--- src/rtl/core/bvn_pkg.sv ---
// Shared constants, field widths and sideband types for the B-spline value noise unit.
// No dependencies; all other files but bvn_ram import this package.
package bvn_pkg;

  localparam int TABLE_WIDTH_DEF = 50;

  localparam int RANGE_W  = 12;
  localparam int COORD_W  = 24;
  localparam int FRAC_W   = 16;
  localparam int VAL_W    = 17;
  localparam int IDX_W    = 12;
  localparam int SCALED_W = COORD_W + RANGE_W;
  localparam int CELL_W   = SCALED_W - FRAC_W;

  // weights are exact in Q0.33
  localparam int W_W       = 2 * FRAC_W + 1;
  localparam int ROW_SHIFT = 19;
  localparam int OUT_SHIFT = 47;

  // restoring divide by range, two stages of reciprocal mod by table width, neighbor select
  localparam int WRAP_LAT  = CELL_W + 3;
  localparam int BLEND_LAT = 6;

  localparam logic [VAL_W-1:0] ONE_Q16 = VAL_W'(65536);

  typedef enum logic {
    OP_WRITE = 1'b0,
    OP_EVAL  = 1'b1
  } op_t;

  typedef struct packed {
    logic             valid;
    op_t              op;
    logic [IDX_W-1:0] wr_idx;
    logic [VAL_W-1:0] wr_val;
  } side_t;

endpackage

--- src/rtl/core/bvn_wrap.sv ---
// One axis: cell mod range (bit-serial restoring pipeline), mod table width by
// reciprocal multiply, then the three wrapped neighbor indices. Depends on bvn_pkg.
module bvn_wrap #(
  parameter int TABLE_WIDTH = bvn_pkg::TABLE_WIDTH_DEF
) (
  input  logic                                clk,
  input  logic                                en,
  input  logic [bvn_pkg::RANGE_W-1:0]         range,
  input  logic [bvn_pkg::CELL_W-1:0]          cell_in,
  input  logic [bvn_pkg::FRAC_W-1:0]          u,
  output logic [$clog2(TABLE_WIDTH)-1:0]      idx [3],
  output logic [bvn_pkg::FRAC_W-1:0]          u_out
);
  import bvn_pkg::*;

  localparam int IXW = $clog2(TABLE_WIDTH);
  // quotient by table width is exact for any 12-bit value with this shift and multiplier
  localparam int RS  = RANGE_W + IXW;
  localparam int PW  = RANGE_W + RS;
  localparam logic [RS-1:0] RECIP =
    RS'(((64'd1 << RS) + 64'(TABLE_WIDTH) - 64'd1) / 64'(TABLE_WIDTH));

  typedef struct packed {
    logic [CELL_W-1:0]  cval;
    logic [RANGE_W-1:0] rem;
    logic [FRAC_W-1:0]  u;
  } div_t;

  typedef struct packed {
    logic [RANGE_W-1:0] c;
    logic [RANGE_W-1:0] q;
    logic [FRAC_W-1:0]  u;
  } quo_t;

  typedef struct packed {
    logic [RANGE_W-1:0] c;
    logic [IXW-1:0]     r;
    logic [FRAC_W-1:0]  u;
  } mod_t;

  function automatic logic [RANGE_W-1:0] div_step(input logic [RANGE_W-1:0] rem,
                                                  input logic din,
                                                  input logic [RANGE_W-1:0] d);
    logic [RANGE_W:0] t;
    t = {rem, din};
    if (t >= {1'b0, d}) begin
      t = t - {1'b0, d};
    end
    return t[RANGE_W-1:0];
  endfunction

  div_t div_r [CELL_W];
  quo_t quo_r;
  mod_t mod_r;

  for (genvar k = 0; k < CELL_W; k++) begin : g_div
    div_t src;
    if (k == 0) begin : g_first
      assign src = {cell_in, {RANGE_W{1'b0}}, u};
    end else begin : g_next
      assign src = div_r[k-1];
    end
    always_ff @(posedge clk) begin
      if (en) begin
        div_r[k].cval <= src.cval;
        div_r[k].rem  <= div_step(src.rem, src.cval[CELL_W-1-k], range);
        div_r[k].u    <= src.u;
      end
    end
  end

  logic [PW-1:0]      quo_prod;
  logic [RANGE_W-1:0] quo_back;

  always_comb begin
    quo_prod = PW'(div_r[CELL_W-1].rem) * PW'(RECIP);
    quo_back = RANGE_W'(quo_r.q * RANGE_W'(TABLE_WIDTH));
  end

  always_ff @(posedge clk) begin
    if (en) begin
      quo_r.c <= div_r[CELL_W-1].rem;
      quo_r.q <= quo_prod[RS +: RANGE_W];
      quo_r.u <= div_r[CELL_W-1].u;
      mod_r.c <= quo_r.c;
      mod_r.r <= IXW'(quo_r.c - quo_back);
      mod_r.u <= quo_r.u;
    end
  end

  // neighbor select: cell, cell+1, cell+2 each wrapped by range, then by table width
  mod_t             m;
  logic [RANGE_W:0] c1, c2;
  logic [RANGE_W-1:0] c1w, c2w;
  logic             wrap1, wrap2, big;
  logic [IXW:0]     r1, t2s;
  logic [IXW-1:0]   t1, t2;
  logic [IXW-1:0]   idx_nxt [3];
  logic [IXW-1:0]   idx_r [3];
  logic [FRAC_W-1:0] u_r;

  always_comb begin
    m     = mod_r;
    c1    = {1'b0, m.c} + 1'b1;
    wrap1 = (c1 == {1'b0, range});
    c1w   = wrap1 ? '0 : c1[RANGE_W-1:0];
    c2    = {1'b0, c1w} + 1'b1;
    wrap2 = (c2 == {1'b0, range});
    c2w   = wrap2 ? '0 : c2[RANGE_W-1:0];
    big   = (range > RANGE_W'(TABLE_WIDTH));
    r1    = {1'b0, m.r} + 1'b1;
    t1    = (wrap1 || r1 == (IXW+1)'(TABLE_WIDTH)) ? '0 : r1[IXW-1:0];
    t2s   = {1'b0, t1} + 1'b1;
    t2    = (wrap2 || t2s == (IXW+1)'(TABLE_WIDTH)) ? '0 : t2s[IXW-1:0];
    if (big) begin
      idx_nxt[0] = m.r;
      idx_nxt[1] = t1;
      idx_nxt[2] = t2;
    end else begin
      idx_nxt[0] = m.c[IXW-1:0];
      idx_nxt[1] = c1w[IXW-1:0];
      idx_nxt[2] = c2w[IXW-1:0];
    end
    // a range of one pins the third neighbor to index 1
    if (range == RANGE_W'(1)) begin
      idx_nxt[2] = IXW'(1);
    end
  end

  always_ff @(posedge clk) begin
    if (en) begin
      idx_r <= idx_nxt;
      u_r   <= m.u;
    end
  end

  assign idx   = idx_r;
  assign u_out = u_r;

endmodule

--- config.mk ---
export PLATFORM = sky130hd
export DESIGN_NAME = bvn_wrap
export DESIGN_NICKNAME = d
export VERILOG_FILES = /design/src/rtl/core/bvn_pkg.sv /design/src/rtl/core/bvn_wrap.sv
export SDC_FILE = /design/constraint.sdc
export NUM_CORES = 1
export LEC_CHECK = 0
export ABC_AREA = 1
export BUFFER_PORTS_ARGS = -buffer_cell sky130_fd_sc_hd__buf_2
export CORE_AREA = 2 2 304 306
export CTS_BUF_LIST = sky130_fd_sc_hd__clkbuf_16
export DETAILED_ROUTE_END_ITERATION = 8
export DIE_AREA = 0 0 306 308
export PLACE_DENSITY = 0.63
export SETUP_SLACK_MARGIN = 0.05
export SKIP_LAST_GASP = 1
export SLEW_MARGIN = 30
export SYNTH_ARGS = -nofsm -noshare
export SYNTH_HDL_FRONTEND = slang
export SYNTH_SLANG_ARGS = --single-unit
--- constraint.sdc ---
create_clock -name clk -period 5.9 [get_ports clk]
set_input_delay 0.295 -clock clk [delete_from_list [all_inputs] [get_ports clk]]
set_output_delay 0.295 -clock clk [all_outputs]
set_load 0.02 [all_outputs]
==> results of run 1 <==
==> sequential cells by signal, indices dropped and copies added (netlist names) <==
register,cells
div_r,750
u_out,16
idx,18
quo_r,33
m,33
==> worst max-delay path by stage <==
stage	cells after the start	slack, ps	startpoint	to
after floorplan	22	950	div_r[4][163]	quo_r[20]
after global placement	22	460	div_r[4][164]	quo_r[20]
after detailed placement	22	480	div_r[4][164]	quo_r[20]
after CTS	22	500	div_r[4][164]	quo_r[20]
after global routing	22	60	div_r[4][164]	quo_r[20]
final	22	490	div_r[4][164]	quo_r[20]
==> metrics by stage <==
stage                     cells  worst slack [ps]  instance area [µm²]
final                      4716               492                46000
after global routing       4716              63.8                46000
after CTS                  4715               502                46000
after detailed placement   4515               484                42800
after global placement     4515               465                42800
after floorplan            3259               951                40700
==> cell families after synthesis <==
logic type               Yosys count
AND/OR/NAND/NOR                  894
AO/OA/AOI/OAI                    567
buffers and inverters            355
flip-flops                       850
adder cells (fa/ha/maj)          380
XOR/XNOR                         213
==> placed cells by master (no fill, tap or decap), types with 25 or more instances in the layout <==
| cell type | synthesis | layout |
|---|---|---|
| xnor2_1 | 132 | 132 |
| a21oi_1 | 405 | 405 |
| fa_1 | 65 | 65 |
| edfxtp_1 | 850 | 850 |
| xor2_1 | 81 | 81 |
| buf_2 | 13 | 82 |
| dlygate4sd3_1 | 0 | 35 |
| clkbuf_16 | 0 | 92 |
| inv_1 | 306 | 324 |
| ha_1 | 315 | 315 |
| nor2_1 | 343 | 343 |
| buf_4 | 0 | 25 |
| o21ai_0 | 100 | 100 |
| nand2_1 | 360 | 360 |
| nand3_1 | 108 | 108 |
==> cell usage after synthesis, types with 4 or more instances <==
| cell | n |
|---|---|
| a21o_1 | 4 |
| a21oi_1 | 405 |
| a31oi_1 | 14 |
| buf_2 | 13 |
| clkbuf_1 | 30 |
| edfxtp_1 | 850 |
| fa_1 | 65 |
| ha_1 | 315 |
| inv_1 | 306 |
| inv_2 | 5 |
| nand2_1 | 360 |
| nand2_2 | 6 |
| nand3_1 | 108 |
| nand3b_1 | 5 |
| nand4_1 | 21 |
| nor2_1 | 343 |
| nor2_2 | 7 |
| nor3_1 | 21 |
| nor4_1 | 10 |
| o211ai_1 | 5 |
| o21ai_0 | 100 |
| o21bai_1 | 15 |
| o221ai_1 | 5 |
| o311ai_1 | 6 |
| xnor2_1 | 132 |
| xor2_1 | 81 |
==> layer usage <==
layer  global-route usage  share of wire
met1                0.224           0.48
met4               0.0502          0.029
met5                    0              0
met2                0.247           0.45
met3               0.0310          0.048
==> final cells by class <==
class,instances,area (µm²),share of cell area
clock buffers,92,2300,0.0500
clock inverters,73,602,0.0131
repair buffers,149,1070,0.0234
multi-input cells,2054,13900,0.301
flip-flops and latches,850,25500,0.555
well taps,1186,1480,0.0323
diodes,1,2.50,0.0000544
inverters,311,1170,0.0254
==> critical path, cell delays in order (launching register included) <==
cell and delay [ps]:
edfxtp_1 510, fa_1 590, inv_1 70, fa_1 490, inv_1 40, ha_1 260, inv_1 50, fa_1 500
fa_1 540, inv_1 40, ha_1 300, a21oi_1 140, o21ai_0 80, a21oi_1 230, nor2_1 60, o21ai_0 230
nand2_1 90, a21oi_1 140, nor2_1 60, nor3b_1 300, o21ai_0 190, a21oi_1 190, xor2_1 80
==> timing repair <==
action                    CTS  global route
hold buffers               35             0
resized for setup           0             0
hold endpoints to repair   35             0
==> reports/qor.txt, run 1 <==
Initial antenna violation count -> 1
CTS tree -> built
Adder-Cell Fraction of Synth Area -> 0.129
Clk Latency, worst-skew pair -> 650 ps
Die Width -> 306 µm
Top cells by area, synth -> edfxtp_1 (63%), ha_1 (9.7%), a21oi_1 (5.0%)
Reg clk slew, reported paths -> 60 ps
Max Fanout on Critical Path -> 6
Starting Density -> 0.447
Ys flop type -> edfxtp_1
Wire length per cell after detailed routing -> 15.5 µm
Post-Synth XOR/XNOR Area -> 0.0458
Synth Area in Compound Gates -> 0.0735
Register-to-Register Path Depth -> 22
Crit Path Category -> reg -> reg
Min Hold Slack -> 147 ps
Max Freq -> 185 MHz
Vias in the first global route -> 22,732
Drc violations -> 0
Fillers -> 7,772
Final nets -> 3,887
CTS Buf Count -> 91
Hold path cells -> 5
Detailed Route Iter0 Violations -> 1,483
IO Port Bufs -> 83
Die Y -> 308 µm
GRT Overall Usage -> 0.158
GR Overflow Total -> 0
Synth Area in Simple Gates -> 0.0912
Syn nets -> 3,689
Max Transition Viols Final -> 0
Sinks on Clock Net -> 850
Largest net degree at the start of global routing -> 152
Share of cells above drive strength 1 -> 0.0776
CP endpoint kind -> flop
H-tree Lvls -> 3
Vias per cell -> 5.02
# Post-CTS Setup Buffers -> 0
Min cycle time layout -> 5410 ps
Core Util, Final -> 0.506
Number of detailed-route iterations in the first pass -> 5
Main combinational cell family by area after synthesis -> adder cells
Worst-Margin Slew -> 945 ps
Total routed wirelength -> 73.2 mm
Hpwl dp -> 48.1 mm
Hold Crit Start -> cell_in[19]
Reg2Reg Capture Point -> quo_r[20]
Via count -> 23,684
Syn_area_per_cell -> 12.5 µm²
Clk_skew -> 36.4 ps
Worst min path class -> in -> reg
Routed Antenna Nets -> 0
#FFs+latches synth -> 850
Ys async rst share -> 0
First-pass GRT wire length -> 118 mm
Synthesized cell area -> 0.0407 mm²
Sequential fraction of the synthesis area -> 0.627
Ports -> 84
Multiplexer share of the synthesized area -> 0
Endpoints failing setup -> 0
Hold Violations, Final -> 0
Worst EP arrival -> 5820 ps
Syn Inst Count -> 3,259
Synth warnings -> 0
Clock Path Buffers -> 3
Flop-to-flop setup slack -> 490 ps
Core area -> 0.0910 mm²
Period utilization -> 0.917
Hold worst-path end -> div_r[0][16]
Max_cap viols -> 0
Synth unique cells -> 42
Max_slew headroom -> 0.369
Root buf cell -> clkbuf_16
Row cnt -> 111
GPL Wtd Cong -> 0.876
Reg-to-reg startpoint -> div_r[4][164]
Area leader, netlist -> edfxtp_1
Number of synthesized flops with an enable pin -> 850
Startpoint types -> flop
Die area -> 0.0942 mm²
Synth top area share -> 0.627
RSZ-0062 raised after global routing -> false
P&R area growth vs syn -> 13.1%
Final setup TNS -> 0 ps
Run status -> finished clean
WP data required -> 6310 ps
Power of run 1 is not shown: default switching activity piles up to over one toggle a cycle in this logic, so the estimate is an artifact.
==> run 2, diff against run 1 <==
--- a/config.mk
+++ b/config.mk
@@ -7,11 +7,11 @@
 export LEC_CHECK = 0
 export ABC_AREA = 1
 export BUFFER_PORTS_ARGS = -buffer_cell sky130_fd_sc_hd__buf_2
-export CORE_AREA = 2 2 304 306
+export CORE_AREA = 2 2 322 324
 export CTS_BUF_LIST = sky130_fd_sc_hd__clkbuf_16
 export DETAILED_ROUTE_END_ITERATION = 8
-export DIE_AREA = 0 0 306 308
-export PLACE_DENSITY = 0.63
+export DIE_AREA = 0 0 324 326
+export PLACE_DENSITY = 0.58
 export SETUP_SLACK_MARGIN = 0.05
 export SKIP_LAST_GASP = 1
 export SLEW_MARGIN = 30
==> run 2 against run 1 <==
  * Non-clock buffer count stayed put
  * Cell count is 4.2% higher
  * Register-to-register slack improved by 110 ps
  * Flip-flop and latch count unchanged
  * First-iteration DRC count increased by 4.9%
  * Via count is 0.39% lower
  * Wire length increased by 4.7%
  * Highest routed layer unchanged
==> reports/qor.txt, run 2 (synthesized netlist as in run 1, its figures left out) <==
Run status -> finished clean
Endpoints failing setup -> 0 (unchanged)
Hold path cells -> 1 (-4)
Uppermost layer routed -> met4
Crit-path max cell delay -> 590 ps (about the same)
Core area -> 0.103 mm² (+13%)
Die Width -> 324 µm (+5.9%)
Max Freq -> 189 MHz (+2.1%)
Via count -> 23,592 (-0.39%)
Clk Latency, worst-skew pair -> 670 ps (+20 ps)
Startpoint types -> flop
Root buf cell -> clkbuf_16
H-tree Lvls -> 3 (unchanged)
Footprint of the multi-input gates -> 0.0139 mm² (unchanged)
Post_cts resized -> 0 (unchanged)
Crit Path Category -> reg -> reg
Reg clk slew, reported paths -> 70 ps (about the same)
Initial antenna violation count -> 0 (-1)
Vias in the first global route -> 22,764 (+0.14%)
WP data required -> 6320 ps (about the same)
DP Cell Count -> 4,707 (+4.3%)
Worst min path class -> in -> reg
Max Transition Viols Final -> 0 (unchanged)
Max reg flops -> 750 (unchanged)
Drc violations -> 0 (unchanged)
Hpwl dp -> 49.6 mm (+3.1%)
Ports -> 84 (unchanged)
Hold Violations, Final -> 0 (unchanged)
RSZ-0062 raised after global routing -> false
WL met1 -> 36.4 mm (+4.2%)
Wire length per cell after detailed routing -> 15.6 µm (+0.45%)
Top reg by flops -> div_r
Max_cap viols -> 0 (unchanged)
Die Y -> 326 µm (+5.8%)
Seq. cell area -> 0.0255 mm² (unchanged)
Total routed wirelength -> 76.6 mm (+4.7%)
Row cnt -> 118 (+6.3%)
Clock Path Buffers -> 3 (unchanged)
P&R area growth vs syn -> 14.4%
Period utilization -> 0.898 (-0.0186)
Routed Antenna Nets -> 0 (unchanged)
Final setup TNS -> 0 ps (unchanged)
Flop-to-flop setup slack -> 600 ps (+110 ps)
GRT Overall Usage -> 0.146 (-0.0123)
Hold Crit Start -> en
Worst EP arrival -> 5710 ps (-110 ps)
Register-to-Register Path Depth -> 22 (unchanged)
CP endpoint kind -> flop
Number of detailed-route iterations in the first pass -> 5 (unchanged)
ANT cells -> 0 (-1)
Placed inst area -> 0.0430 mm² (+0.50%)
IO Port Bufs -> 83 (unchanged)
Sinks on Clock Net -> 850 (unchanged)
Max Fanout on Critical Path -> 6 (unchanged)
Max_slew headroom -> 0.393 (+0.0239)
Leading cell type in the layout, fill and taps excluded -> edfxtp_1
Slowest stage cell on the critical path -> fa_1
Met3 wire length -> 3.00 mm (-15%)
Final nets -> 3,889 (+0.051%)
Reg-to-reg startpoint -> div_r[4][164]
Fillers -> 9,269 (+19%)
Reg2Reg Capture Point -> quo_r[20]
Hold worst-path end -> div_r[0][50]
GR Overflow Total -> 0 (unchanged)
Commonest non-fill, non-tap cells in the layout -> edfxtp_1 (850), a21oi_1 (405), nand2_1 (360)
Worst-Margin Slew -> 911 ps (-34.8 ps)
Worst path cell trace -> fa_1 > inv_1 > fa_1 > inv_1 > ha_1 > inv_1 > fa_1 > fa_1 > inv_1 > ha_1 > a21oi_1 > o21ai_0 > a21oi_1 > nor2_1 > o21ai_0 > nand2_1 > a21oi_1 > nor2_1 > nor3b_1 > o21ai_0 > a21oi_1 > xor2_1
Design area -> 0.0466 mm² (+1.2%)
Detailed Route Iter0 Violations -> 1,555 (+4.9%)
Largest net degree at the start of global routing -> 170 (+12%)
GPL Wtd Cong -> 0.869 (-0.78%)
Share of cells above drive strength 1 -> 0.0829 (+0.00524)
CTS tree -> built
Starting Density -> 0.397 (-0.0508)
Vias per cell -> 4.80 (-4.4%)
First-pass GRT wire length -> 121 mm (+2.5%)
Min cycle time layout -> 5300 ps (-110 ps)
CTS Buf Count -> 93 (+2.2%)
Final Instance Count excl. Fillers -> 4,915 (+4.2%)
Die area -> 0.106 mm² (+12%)
WL met2 -> 35.2 mm (+7.8%)
Clk_skew -> 36.1 ps (-0.219 ps)
## run 2: area by class of cell
| type | instances | area share |
|---|---|---|
| clock buffers | 94 | 0.0505 |
| well taps | 1380 | 0.0371 |
| inverters | 311 | 0.0251 |
| repair buffers | 149 | 0.0236 |
| clock inverters | 77 | 0.0180 |
| flip-flops and latches | 850 | 0.548 |
| multi-input cells | 2054 | 0.298 |
## run 2: timing repair
item | 4_1_cts | 5_1_grt
buffers inserted | 0 | 0
hold buffers | 35 | 0
hold endpoints to repair | 35 | 0
## run 2: worst max path at each step
stage / from / to / slack, ps / cells past startpoint
after global routing: div_r[4][164] / quo_r[20] / 160 / 22
after CTS: div_r[4][164] / quo_r[20] / 560 / 22
after global placement: div_r[4][164] / quo_r[20] / 560 / 22
after detailed placement: div_r[4][164] / quo_r[20] / 530 / 22
final: div_r[4][164] / quo_r[20] / 600 / 22
after floorplan: div_r[4][163] / quo_r[20] / 950 / 22
## run 2: worst max-delay path: cells and delay by family (launching register included)
family	cells	cell delay, ps
adders and majority gates	6	2690
AOI/OAI and AO/OA	7	1090
DFF	1	510
and+or+nand+nor	4	490
buffers and inverters	4	200
xor gates and xnor gates	1	80
## run 2: routing by layer
metal | GRT usage | vias up
li1 | - | 12015
met1 | 0.205 | 11106
met2 | 0.231 | 344
met3 | 0.0261 | 127
met4 | 0.0443 | 0
met5 | 0 | -
## run 2: per-stage QoR
step                worst slack [ps]  hold WS (ps)  utilization
global route                     165          49.5        0.454
floorplan                        951           394            -
finish                           601          59.7        0.454
detailed placement               526           405        0.419
global placement                 561           400        0.419
CTS                              559          73.6        0.453
Power of run 2 is left out for the same reason.
==> run 3, diff against run 2 <==
--- a/config.mk
+++ b/config.mk
@@ -5,13 +5,12 @@
 export SDC_FILE = /design/constraint.sdc
 export NUM_CORES = 1
 export LEC_CHECK = 0
-export ABC_AREA = 1
 export BUFFER_PORTS_ARGS = -buffer_cell sky130_fd_sc_hd__buf_2
-export CORE_AREA = 2 2 322 324
+export CORE_AREA = 2 2 308 310
 export CTS_BUF_LIST = sky130_fd_sc_hd__clkbuf_16
 export DETAILED_ROUTE_END_ITERATION = 8
-export DIE_AREA = 0 0 324 326
-export PLACE_DENSITY = 0.58
+export DIE_AREA = 0 0 310 312
+export PLACE_DENSITY = 0.63
 export SETUP_SLACK_MARGIN = 0.05
 export SKIP_LAST_GASP = 1
 export SLEW_MARGIN = 30
==> run 3 against run 2 <==
  * Via count grew 3.7%
  * Critical path depth shrank 3
  * First-iteration DRC count grew 16%
  * Wire length grew 1.0%
  * Maximum frequency shrank 1.5%
  * Clock skew shrank 12 ps
  * Core utilization grew 5.4 points
  * Critical path type unchanged
  * Highest routed layer unchanged
==> reports/qor.txt, run 3 <==
Dpl ws -> 473 ps (-52.1 ps)
Combinational share of power -> 0.489
Ys async rst share -> 0 (unchanged)
#FFs+latches synth -> 850 (unchanged)
Max reg flops -> 750 (unchanged)
P&R area growth vs syn -> 13.7%
Hold Crit Start -> cell_in[19]
Detailed Route Iter0 Violations -> 1,802 (+16%)
Share of cells above drive strength 1 -> 0.0840 (+0.00108)
Area leader, netlist -> edfxtp_1
GR Overflow Total -> 0 (unchanged)
Row cnt -> 112 (-5.1%)
Hpwl dp -> 51.5 mm (+3.7%)
IO Port Bufs -> 83 (unchanged)
ANT cells -> 0 (unchanged)
Synth warnings -> 0 (unchanged)
Root buf cell -> clkbuf_16
Period utilization -> 0.912 (+0.0141)
Commonest non-fill, non-tap cells in the layout -> edfxtp_1 (850), ha_1 (315), nand2_1 (294)
Crit Path Category -> reg -> reg
Vias per cell -> 5.22 (+8.8%)
Worst EP arrival -> 5780 ps (+70 ps)
Drc violations -> 0 (unchanged)
First-pass GRT wire length -> 125 mm (+2.7%)
CTS Buf Count -> 91 (-2.2%)
Leak pwr -> 18.5 nW
Crit-path max cell delay -> 620 ps (+30 ps)
Final setup margin -> 518 ps (-83.1 ps)
Core Util, Final -> 0.508 (+0.0544)
Top reg by flops -> div_r
Core area -> 0.0930 mm² (-9.3%)
Ys flop type -> edfxtp_1
Max Fanout on Critical Path -> 6 (unchanged)
Register-to-Register Path Depth -> 19 (-14%)
Critical path's top delay family -> adder cells
Maximum VDD drop -> 1.16 mV
Flop-to-flop setup slack -> 520 ps (-80 ps)
Power share of the sequential group -> 0.314
Max_cap viols -> 0 (unchanged)
Most instantiated cells after synthesis -> edfxtp_1 (850), ha_1 (315), nand2_1 (294), inv_1 (231), o21ai_0 (229)
Clk_skew -> 24.0 ps (-12.1 ps)
Syn_area_per_cell -> 13.2 µm² (+5.7%)
CP endpoint kind -> flop
Post_cts resized -> 0 (unchanged)
Run status -> finished clean
P_int -> 0.0182 W
Endpoints failing setup -> 0 (unchanged)
Total routed wirelength -> 77.4 mm (+1.0%)
GRT Overall Usage -> 0.162 (+0.0164)
RSZ-0062 raised after global routing -> false
Startpoint types -> flop
Largest net degree at the start of global routing -> 151 (-11%)
Ports -> 84 (unchanged)
Reg-to-reg startpoint -> div_r[4][163]
Clock share of power -> 0.197
Reg clk slew, reported paths -> 60 ps (about the same)
Initial antenna violation count -> 0 (unchanged)
Min cycle time layout -> 5380 ps (+83.1 ps)
Die Width -> 310 µm (-4.3%)
Number of synthesized flops with an enable pin -> 850 (unchanged)
Max_slew headroom -> 0.334 (-0.0590)
Synth unique cells -> 66 (+57%)
Hold Violations, Final -> 0 (unchanged)
Sequential fraction of the synthesis area -> 0.613 (-0.0138)
Synth top area share -> 0.613 (-0.0138)
Cell Pwr Density -> 620 mW/mm²
Clk Latency, worst-skew pair -> 660 ps (about the same)
Via count -> 24,455 (+3.7%)
Starting Density -> 0.447 (+0.0506)
Worst min path class -> in -> reg
Sw Ratio -> 0.378
Worst Path Buf+Inv -> 4 (unchanged)
Max Freq -> 186 MHz (-1.5%)
H-tree Lvls -> 3 (unchanged)
Worst-Margin Slew -> 999 ps (+88.5 ps)
Worst path cell trace -> fa_1 > inv_1 > fa_1 > inv_1 > ha_1 > inv_1 > fa_1 > fa_1 > inv_1 > ha_1 > o21a_1 > o21ai_0 > o21bai_1 > a41oi_1 > o21ai_0 > o21a_1 > or4_1 > a31oi_1 > xnor2_1
Slowest stage cell on the critical path -> fa_1
Final setup TNS -> 0 ps (unchanged)
CTS tree -> built
P_sw -> 0.0111 W
Number of cells on the critical path -> 19 (-14%)
Sinks on Clock Net -> 850 (unchanged)
Clock Path Buffers -> 3 (unchanged)
Wire length per cell after detailed routing -> 16.5 µm (+6.0%)
Hold path cells -> 3 (+2)
GPL Wtd Cong -> 0.874 (+0.52%)
Final nets -> 3,790 (-2.5%)
Die Y -> 312 µm (-4.3%)
WP data required -> 6300 ps (-20 ps)
Most common cell in the netlist -> edfxtp_1
Routed Antenna Nets -> 0 (unchanged)
Syn Inst Count -> 3,153 (-3.3%)
Leading cell type in the layout, fill and taps excluded -> edfxtp_1
Syn nets -> 3,583 (-2.9%)
Reg2Reg Capture Point -> quo_r[20]
Die area -> 0.0967 mm² (-8.4%)
Max Transition Viols Final -> 0 (unchanged)
Hold worst-path end -> div_r[0][16]
# Post-CTS Setup Buffers -> 0 (unchanged)
Top cells by area, synth -> edfxtp_1 (61%), ha_1 (9.5%), fa_1 (3.1%)
Synthesized cell area -> 0.0416 mm² (+2.3%)
Number of detailed-route iterations in the first pass -> 5 (unchanged)
Vias in the first global route -> 23,681 (+4.0%)
==> run 3: cell count changes in the layout (fill, tap and decap cells not counted), sizes merged, moves of 72 or more <==
cell | previous run | this run
a21oi | 405 | 86
nor2 | 353 | 164
o21ai | 105 | 229
nand3 | 110 | 9
inv | 335 | 254
o31ai | 1 | 80
nand2 | 367 | 295
==> run 3: repair_timing <==
| item | CTS | global route |
|---|---|---|
| endpoints found under the hold margin | 35 | 0 |
| endpoints found under the setup margin | 0 | 0 |
| hold buffers | 35 | 0 |
==> run 3: power groups by stage <==
| stage | Clock, W | Sequential [W] | Combinational [W] |
|---|---|---|---|
| global route | 0.00620 | 0.00933 | 0.0169 |
| finish | 0.00579 | 0.00919 | 0.0143 |
| global placement | 0 | 0.00930 | 0.0142 |
| floorplan | 0 | 0.00909 | 0.0111 |
| detailed placement | 0 | 0.00931 | 0.0144 |
| CTS | 0.00597 | 0.00920 | 0.0146 |
==> run 3: worst max-delay path by stage <==
stage	to	slack, ps	startpoint
global placement	quo_r[20]	520	div_r[4][163]
detailed placement	quo_r[20]	470	div_r[4][163]
global route	quo_r[20]	100	div_r[4][163]
CTS	quo_r[20]	480	div_r[4][163]
finish	quo_r[20]	520	div_r[4][163]
floorplan	quo_r[20]	860	div_r[4][166]
==> run 3: logic make-up (layout without fill, tap and decap cells) <==
family,after synthesis,count (layout),synth area share
AOI/OAI and AO/OA,631,631,0.0963
xor gates and xnor gates,163,163,0.0350
adders and majority gates,380,380,0.126
buffers and inverters,289,566,0.0264
DFF,850,850,0.613
muxes,39,39,0.00962
and+or+nand+nor,801,801,0.0932
==> run 3: layout make-up <==
cell class                 count  area, µm²
fill                        7982      45800
inverter                     232        871
timing repair buffer         171       1230
tap                         1254       1570
clock buffer                  92       2300
sequential                   850      25500
clock inverter                71        803
multi-input combinational   2014      15000
==> run 3: layer usage <==
| layer | part of all wire | vias up | track usage |
|---|---|---|---|
| met4 | 0.023 | 0 | 0.0459 |
| met3 | 0.045 | 118 | 0.0297 |
| met1 | 0.48 | 11766 | 0.235 |
| met5 | 0 | - | 0 |
| li1 | - | 12153 | - |
| met2 | 0.45 | 418 | 0.251 |
==> run 3: through the flow <==
stage,hold slack [ps],instance area (µm²),cells,total power [W]
after global routing,39.2,47300,4684,0.0324
after CTS,17.2,47300,4683,0.0297
after detailed placement,405,43800,4485,0.0237
final,35.7,47300,4684,0.0293
after global placement,400,43800,4485,0.0235
after floorplan,394,41600,3153,0.0202
==> run 3: worst reg2reg max path, delay by kind of cell, from the launching register on <==
| kind | cells | cell delay, ps |
|---|---|---|
| adder cells (fa/ha/maj) | 6 | 2700 |
| AO/OA/AOI/OAI | 7 | 1200 |
| flip-flops | 1 | 520 |
| buffers and inverters | 4 | 190 |
| AND/OR/NAND/NOR | 1 | 430 |
| XOR/XNOR | 1 | 80 |
Power figures use the tool's default switching activity.
